[config.mk]
export PLATFORM = sky130hd
export DESIGN_NAME = orm_ctrl
export DESIGN_NICKNAME = d
export VERILOG_FILES = /design/src/orm_pkg.sv /design/src/orm_ctrl.sv
export SDC_FILE = /design/constraint.sdc
export NUM_CORES = 1
export LEC_CHECK = 0
export ABC_AREA = 1
export BUFFER_PORTS_ARGS = -buffer_cell sky130_fd_sc_hd__buf_2
export CORE_AREA = 2 2 39 41
export CTS_BUF_LIST = sky130_fd_sc_hd__clkbuf_16
export CTS_CLUSTER_DIAMETER = 100
export DETAILED_ROUTE_END_ITERATION = 7
export DIE_AREA = 0 0 41 43
export SLEW_MARGIN = 20
export SYNTH_ARGS = -nofsm -noshare
export SYNTH_HDL_FRONTEND = slang
export SYNTH_SLANG_ARGS = --single-unit
export TNS_END_PERCENT = 10
[constraint.sdc]
create_clock -name clock -period 1.7 [get_ports clock]
set_clock_uncertainty 0.15 [all_clocks]
set_input_delay 0.34 -clock clock [delete_from_list [all_inputs] [get_ports clock]]
set_output_delay 0.34 -clock clock [all_outputs]
set_load 0.005 [all_outputs]
[src/orm_pkg.sv]
// Shared types and constants for the offset remap table.
package orm_pkg;

   localparam int TABLE_DEPTH = 128;
   localparam int IDX_W       = $clog2(TABLE_DEPTH);
   localparam int CNT_W       = $clog2(TABLE_DEPTH + 1);
   localparam int POS_W       = 32;
   localparam int SHIFT_W     = POS_W + 1;
   localparam int MAP_W       = POS_W + 2;

   typedef struct packed {
      logic             action;
      logic [POS_W-1:0] old_pos;
      logic [POS_W-1:0] new_pos;
   } req_type;

   typedef struct packed {
      logic signed [MAP_W-1:0] mapped_pos;
      logic                    appended;
      logic                    table_full;
   } rsp_type;

   localparam logic ACT_CHECK = 1'b0;
   localparam logic ACT_QUERY = 1'b1;

   typedef struct packed {
      logic start;
      logic scan;
      logic calc;
      logic finish;
   } orm_cmd_type;

   typedef struct packed {
      logic scan_done;
      logic out_free;
   } orm_stat_type;

endpackage

[src/orm_ctrl.sv]
// Sequencer for the offset remap table: accept, scan, compute, write back.
module orm_ctrl
   import orm_pkg::*;
(
   input  logic         clock,
   input  logic         reset,
   input  logic         req_valid,
   output logic         req_ready,
   input  orm_stat_type stat,
   output orm_cmd_type  cmd
);

   localparam logic [1:0] ST_IDLE = 2'd0;
   localparam logic [1:0] ST_SCAN = 2'd1;
   localparam logic [1:0] ST_CALC = 2'd2;
   localparam logic [1:0] ST_DONE = 2'd3;

   logic [1:0] state_ff;
   logic [1:0] state_in;

   assign req_ready  = (state_ff == ST_IDLE);
   assign cmd.start  = req_valid && req_ready;
   assign cmd.scan   = (state_ff == ST_SCAN);
   assign cmd.calc   = (state_ff == ST_CALC);
   assign cmd.finish = (state_ff == ST_DONE) && stat.out_free;

   always_comb begin
      state_in = state_ff;
      case (state_ff)
         ST_IDLE: begin
            if (req_valid) state_in = ST_SCAN;
         end
         ST_SCAN: begin
            if (stat.scan_done) state_in = ST_CALC;
         end
         ST_CALC: begin
            state_in = ST_DONE;
         end
         ST_DONE: begin
            // hold until the result register can take the transfer
            if (stat.out_free) state_in = ST_IDLE;
         end
         default: begin
            state_in = ST_IDLE;
         end
      endcase
   end

   always_ff @(posedge clock) begin
      if (reset) begin
         state_ff <= ST_IDLE;
      end else begin
         state_ff <= state_in;
      end
   end

endmodule

## Yosys cells after proc, flatten, opt, wreduce, memory -nomap -nowiden

Cells that the tools add are included.

| cells by class | value |
|---|---|
| equality and inequality tests | 6 |
| multiplexer cells | 4 |
| reduce and logical (&&, ||, !) cells | 4 |

Operators by type and width:

| cell | number |
|---|---|
| one-hot mux 2 bit (4 select lines) | 1 |
| two-way mux 2 bit | 3 |
| != test 2 bit (second input constant) | 3 |
| == test 2 bit (second input constant) | 2 |
| AND reduction 3 bit | 1 |
| == test 2 x 1 -> 1 bit (second input constant) | 1 |
| logical AND 1 bit | 2 |
| logical NOT 2 bit | 1 |

| word-level totals | value |
|---|---|
| flip-flop bits (word level) | 2 |
| output and inout port bits | 5 |
| logic and storage cells | 15 |

## Longest topological paths before layout

Gate-level depths: netlist of the first run.

| depth | value |
|---|---|
| word-level depth | 3 |
| depth in mapped cells | 7 |

## Least setup slack after synthesis of the first run

No wires, ideal clock.

| timing path | value |
|---|---|
| kind | reg-to-reg |
| start | register state_ff[0] |
| end | register state_ff[0] |
| library setup time | 113 ps |
| arrival time | 985 ps |
| slack | 452 ps |
| stages on the path, launching flop included | 6 |
| clock period less this slack | 1248 ps |
| cells stage by stage | dfxtp_1 > inv_1 > ha_1 > or2_0 > nor2_1 > nor2_1 |

| between the ends | value |
|---|---|
| longest elaborated chain between the ends | 3 |
| elaborated cells between the ends (all ways) | 9 |

RTL lines:

| what | line | source |
|---|---|---|
| start: declaration | orm_ctrl.sv:18 | `logic [1:0] state_ff;` |
| start signal: assignment | orm_ctrl.sv:53 | `state_ff <= state_in;` |
| logical NOT 2 bit (*) | n/a |  |
| via req_ready | orm_ctrl.sv:8 | `output logic req_ready,` |
| != test 2 bit (no line) | n/a |  |
| AND reduction 3 bit (no line) | n/a |  |

The timed path passes the listed nets; every way through them passes the cells marked *.
A chain may end at the register's enable or synchronous reset.

==> flow_metrics.env, run 1 <==
export IMPL_hold_path_class="in -> reg"
export IMPL_arrival_ns=1.09
export IMPL_syn_nets=38
export IMPL_core_mm2=0.00138
export IMPL_ctsResizeCount=0
export IMPL_grt_pass1_wl_um=538
export IMPL_path_clk_slew_ns=0.03
export IMPL_p_per_area_mw_per_mm2=2040
export IMPL_cp_data_required_time_ns=1.21
export IMPL_setup_viol=0
export IMPL_via_count=187
export IMPL_place_inst=54
export IMPL_cap_violations=0
export IMPL_drtAntennaViolNets=0
export IMPL_port_buffers=9
export IMPL_cts_root_buf="clkbuf_16"
export IMPL_ctsHoldBuffers=0
export IMPL_crit_path_end_kind="output pin"
export IMPL_yosysWarnings=0
export IMPL_chipWidth_um=41
export IMPL_final_max_slew_viol_count=0
export IMPL_rsz0062_at_grt="no"
export IMPL_drc=0
export IMPL_htreeDepth=1
export IMPL_synth_avg_cell_area_um2=6.47
export IMPL_cts_sinks=2
export IMPL_grt_max_degree=5
export IMPL_synth_top_area_share_pct=26.7
export IMPL_dominantRegCellSynth="dfxtp_1"
export IMPL_ys_seq_elements=2
export IMPL_wirelength_um=374
export IMPL_outcome="completed"
export IMPL_fin_setup_tns_ns=0
export IMPL_startpoint_type="flip-flop"
export IMPL_grt_use_total_pct=5.61
export IMPL_synth_cell_area_um2=188
export IMPL_regMostFlops="state_ff"
export IMPL_largest_reg_flops=2
export IMPL_vias_per_cell=3.28
export IMPL_cts_inserted_buffers=3
export IMPL_ys_types=8
export IMPL_ys_top_cells_by_area="ha_1 27%, dfxtp_1 21%, inv_1 16%"
export IMPL_cts_setup_buffers=0
export IMPL_drive_gt1_share_pct=34.1
export IMPL_final_cells=57
export IMPL_diodes=0
export IMPL_holdPathStages=4
export IMPL_critical_path_max_fanout=4
export IMPL_dr_pass1_iters=2
export IMPL_clock_latency_ns=0.22
export IMPL_power_leakage_uw=0.000206
export IMPL_async_flop_share_pct=0
export IMPL_ios=10
export IMPL_start_util_pct=13.6
export IMPL_tightest_slew_ns=0.119
export IMPL_tritoncts="done"
export IMPL_final_hold_viol_count=0
export IMPL_grt_pass1_vias=129
export IMPL_fin_crit_ns=1.58
export IMPL_path_class="reg -> out"
export IMPL_max_freq_ghz=0.633
export IMPL_yosysTopAreaCell="ha_1"
export IMPL_dr_first_iter_drc_count=1
export IMPL_place_congestion=0.580
export IMPL_synth_top_cells_by_count="8 x inv_1, 8 x nand2_1, 4 x ha_1, 4 x nor2_1, 2 x dfxtp_1"
export IMPL_final_nets=52
export IMPL_fin_crit_sh_pct=92.9
export IMPL_dieArea_mm2=0.00176
export IMPL_grt_overflow_total=0
export IMPL_yosysSeqAreaShare_pct=21.3
export IMPL_die_h_um=43
export IMPL_dp_hpwl_um=293
export IMPL_synth_edf_count=0
export IMPL_clock_path_buffers=2
export IMPL_syn_to_final_growth_pct=74.7
export IMPL_antenna_found_initial=0
export IMPL_relSlewSlack_pct=92.1
export IMPL_reg2reg_depth=5
export IMPL_irDropWorstVdd_mv=0.767
export IMPL_wl_per_cell_um=6.56
export IMPL_rows=14
export IMPL_syn_inst=29
export IMPL_top_regs="state_ff (2)"
## metal layers
layer / GRT usage [%] / routed length [µm] / up-vias
met5: 0 / 0 / -
met4: 10.0 / 22 / 0
met3: 3.14 / 46 / 2
met2: 5.63 / 145 / 10
met1: 5.41 / 159 / 69
li1: - / - / 106
## final timing paths
| check | from | end | slack (ns) |
|---|---|---|---|
| worst max-delay path | state_ff[0] | cmd[3] | 0.12 |
| worst min-delay path | reset | state_ff[1] | 0.21 |
| worst max register to register | state_ff[0] | state_ff[0] | 0.39 |
| worst min register to register | state_ff[1] | state_ff[1] | 0.46 |
## cell families after synthesis
| kind of cell | synth area share, % |
|---|---|
| buf+inv | 16.0 |
| simple gates | 36.0 |
| flops | 21.3 |
| fa+ha+maj | 26.7 |
## cells in the final DEF, fill, tap and decap left out
master	instances
clkbuf_16	3
or2_0	1
dfxtp_1	2
buf_2	9
inv_1	8
nand3_2	1
nand2_1	8
nor2_1	4
ha_1	4
nand2_2	1
## final cells by class
class / count / area [µm²]
flip-flops and latches: 2 / 40.0
clock buffers: 3 / 75.1
well taps: 16 / 20.0
fillers: 158 / 1060
inverters: 8 / 30.0
repair buffers: 9 / 45.0
multi-input cells: 19 / 118
## worst max-delay path: stages (launching register included)
cell and delay [ns]:
dfxtp_1 0.34, inv_1 0.09, ha_1 0.24, nand2_1 0.06
inv_1 0.03, buf_2 0.11
## where the power goes
part / internal [µW] / switching (µW) / total (µW)
Clock: 299 / 53.4 / 353
Sequential: 70.1 / 16.5 / 86.6
Combinational: 104 / 127 / 231
Total: 474 / 197 / 670
## metrics by stage
stage	setup slack [ns]	hold slack, ns	utilization (%)	total power (µW)	area, µm²
after floorplan	0.452	0.345	-	248	188
after global placement	0.364	0.441	18.3	319	253
after detailed placement	0.339	0.440	18.3	327	253
after CTS	0.110	0.211	23.7	685	328
after global routing	0.0459	0.242	23.7	729	328
final	0.121	0.215	23.7	670	328
No activity file was read; power rests on OpenSTA's default activity.
==> inputs of run 2 (changes only) <==
--- a/config.mk
+++ b/config.mk
@@ -5,13 +5,13 @@
 export SDC_FILE = /design/constraint.sdc
 export NUM_CORES = 1
 export LEC_CHECK = 0
-export ABC_AREA = 1
 export BUFFER_PORTS_ARGS = -buffer_cell sky130_fd_sc_hd__buf_2
 export CORE_AREA = 2 2 39 41
 export CTS_BUF_LIST = sky130_fd_sc_hd__clkbuf_16
 export CTS_CLUSTER_DIAMETER = 100
 export DETAILED_ROUTE_END_ITERATION = 7
 export DIE_AREA = 0 0 41 43
+export PLACE_DENSITY = 0.37
 export SLEW_MARGIN = 20
 export SYNTH_ARGS = -nofsm -noshare
 export SYNTH_HDL_FRONTEND = slang
==> flow_metrics.env, run 2 <==
export IMPL_outcome="completed"
export IMPL_place_ws_ns=0.211
export IMPL_chipWidth_um=41
export IMPL_p_int_uw=486
export IMPL_ys_top_cells_by_area="ha_1 28%, dfxtp_1 22%, nor2b_4 7.6%"
export IMPL_clock_latency_ns=0.22
export IMPL_fill_cells=159
export IMPL_path_clk_slew_ns=0.03
export IMPL_setup_viol=0
export IMPL_drtAntennaViolNets=0
export IMPL_yosysWarnings=0
export IMPL_yosysSeqAreaShare_pct=22.2
export IMPL_place_inst=44
export IMPL_diodes=0
export IMPL_dr_first_iter_drc_count=0
export IMPL_r2r_end="state_ff[0]"
export IMPL_most_common_layout_cells="9 x buf_2, 4 x ha_1, 3 x inv_1, 3 x clkbuf_16"
export IMPL_pwr_share_seq_pct=14.7
export IMPL_via_count=178
export IMPL_synth_cell_area_um2=180
export IMPL_fin_crit_sh_pct=94.8
export IMPL_crit_start="state_ff[0]"
export IMPL_syn_nets=28
export IMPL_synth_edf_count=0
export IMPL_wl_per_cell_um=8.89
export IMPL_cts_inserted_buffers=3
export IMPL_dr_pass1_iters=1
export IMPL_drive_gt1_share_pct=51.6
export IMPL_grt_use_total_pct=6.11
export IMPL_async_flop_share_pct=0
export IMPL_critical_path_max_fanout=4
export IMPL_finalWorstSetupSlack_ns=0.0890
export IMPL_layout_commonest_cell="buf_2"
export IMPL_top_regs="state_ff (2)"
export IMPL_wirelength_um=418
export IMPL_synth_top_area_share_pct=27.8
export IMPL_arrival_ns=1.12
export IMPL_synthMostInstantiatedCell="ha_1"
export IMPL_fin_setup_tns_ns=0
export IMPL_hold_path_class="in -> reg"
export IMPL_rows=14
export IMPL_grt_pass1_wl_um=676
export IMPL_fin_util_pct=23.3
export IMPL_tritoncts="done"
export IMPL_rrSetupSlack_ns=0.23
export IMPL_clock_path_buffers=2
export IMPL_rsz0062_at_grt="no"
export IMPL_relSlewSlack_pct=83.1
export IMPL_grt_pass1_vias=177
export IMPL_synth_avg_cell_area_um2=9.48
export IMPL_syn_inst=19
export IMPL_p_per_area_mw_per_mm2=2040
export IMPL_startpoint_type="flip-flop"
export IMPL_reg2reg_depth=5
export IMPL_htreeDepth=1
export IMPL_path_class="reg -> out"
export IMPL_p_switching_uw=173
export IMPL_cts_sinks=2
export IMPL_drc=0
export IMPL_antenna_found_initial=0
export IMPL_largest_reg_flops=2
export IMPL_max_freq_ghz=0.621
export IMPL_cts_setup_buffers=0
export IMPL_cap_violations=0
export IMPL_power_leakage_uw=0.000164
export IMPL_pwr_share_clk_pct=52.9
export IMPL_vias_per_cell=3.79
export IMPL_tightest_slew_ns=0.251
export IMPL_ys_seq_elements=2
export IMPL_place_congestion=0.542
export IMPL_dieArea_mm2=0.00176
export IMPL_grt_max_degree=5
export IMPL_cp_data_required_time_ns=1.21
export IMPL_p_sw_share_pct=26.2
export IMPL_final_max_slew_viol_count=0
export IMPL_final_hold_viol_count=0
export IMPL_ios=10
export IMPL_start_util_pct=13.0
export IMPL_combPwrFrac_pct=32.4
export IMPL_regMostFlops="state_ff"
export IMPL_yosysTopAreaCell="ha_1"
export IMPL_cts_root_buf="clkbuf_16"
export IMPL_reg2reg_from="state_ff[1]"
export IMPL_fin_crit_ns=1.61
export IMPL_die_h_um=43
export IMPL_ys_types=12
export IMPL_dominantRegCellSynth="dfxtp_1"
export IMPL_core_mm2=0.00138
export IMPL_port_buffers=9
export IMPL_final_nets=42
export IMPL_synth_top_cells_by_count="4 x ha_1, 3 x inv_1, 2 x dfxtp_1, 2 x nand2b_1"
export IMPL_final_cells=47
export IMPL_crit_path_end_kind="output pin"
export IMPL_irDropWorstVdd_mv=0.791
export IMPL_cp_endpoint="cmd[3]"
export IMPL_syn_to_final_growth_pct=79.2
export IMPL_grt_overflow_total=0
-- run 2: worst max-delay path: stages, from the launching register on --
cell,delay [ns]
dfxtp_2,0.33
inv_1,0.07
ha_1,0.24
and2_1,0.14
buf_2,0.12
-- run 2: worst min path at each step --
stage / from / end / slack, ns / depth (start not counted)
floorplan: reset / state_ff[0] / 0.26 / 1
CTS: reset / state_ff[0] / 0.17 / 2
finish: reset / state_ff[0] / 0.16 / 2
detailed placement: state_ff[1] / state_ff[1] / 0.37 / 2
global placement: state_ff[1] / state_ff[1] / 0.35 / 2
global route: reset / state_ff[0] / 0.17 / 2
-- run 2: per-stage QoR --
step                total power, µW  hold WS [ns]  instance area (µm²)
global route                    713         0.174                  323
CTS                             666         0.175                  320
global placement                304         0.355                  245
finish                          658         0.164                  323
floorplan                       232         0.263                  180
detailed placement              308         0.374                  245
-- run 2: logic make-up after synthesis --
kind of cell	after synthesis	synth area share [%]
and+or+nand+nor	7	29.2
adders and majority gates	4	27.8
buffers and inverters	3	6.25
AOI/OAI and AO/OA	2	9.03
DFF	2	22.2
muxes	1	5.56
-- run 2: area by class of cell --
cell class                 instances  area [µm²]  share of cell area [%]
tap                               16        20.0                    6.20
sequential                         2        42.5                    13.2
timing repair buffer               9        45.0                    14.0
clock buffer                       3        75.1                    23.3
inverter                           3        11.3                    3.49
multi-input combinational         14         129                    39.9
-- run 2: per-layer routing --
layer | up-vias | routed length (µm) | global-route usage [%]
li1 | 87 | - | -
met1 | 79 | 163 | 6.37
met2 | 12 | 175 | 8.13
met3 | 0 | 79 | 4.71
met4 | 0 | 0 | 4.00
met5 | - | 0 | 0
-- run 2: power groups by stage --
stage / Combinational [µW] / Clock (µW) / Sequential, µW
2_1_floorplan: 146 / 0 / 86.2
3_3_place_gp: 215 / 0 / 89.4
3_5_place_dp: 216 / 0 / 91.6
4_1_cts: 219 / 354 / 92.6
5_1_grt: 251 / 361 / 101
6_report: 213 / 348 / 96.9
-- run 2: timing repair --
| item | in CTS | in global routing |
|---|---|---|
| hold buffers | 0 | 0 |
| resized for setup | 0 | 2 |
| endpoints found under the setup margin | 0 | 1 |
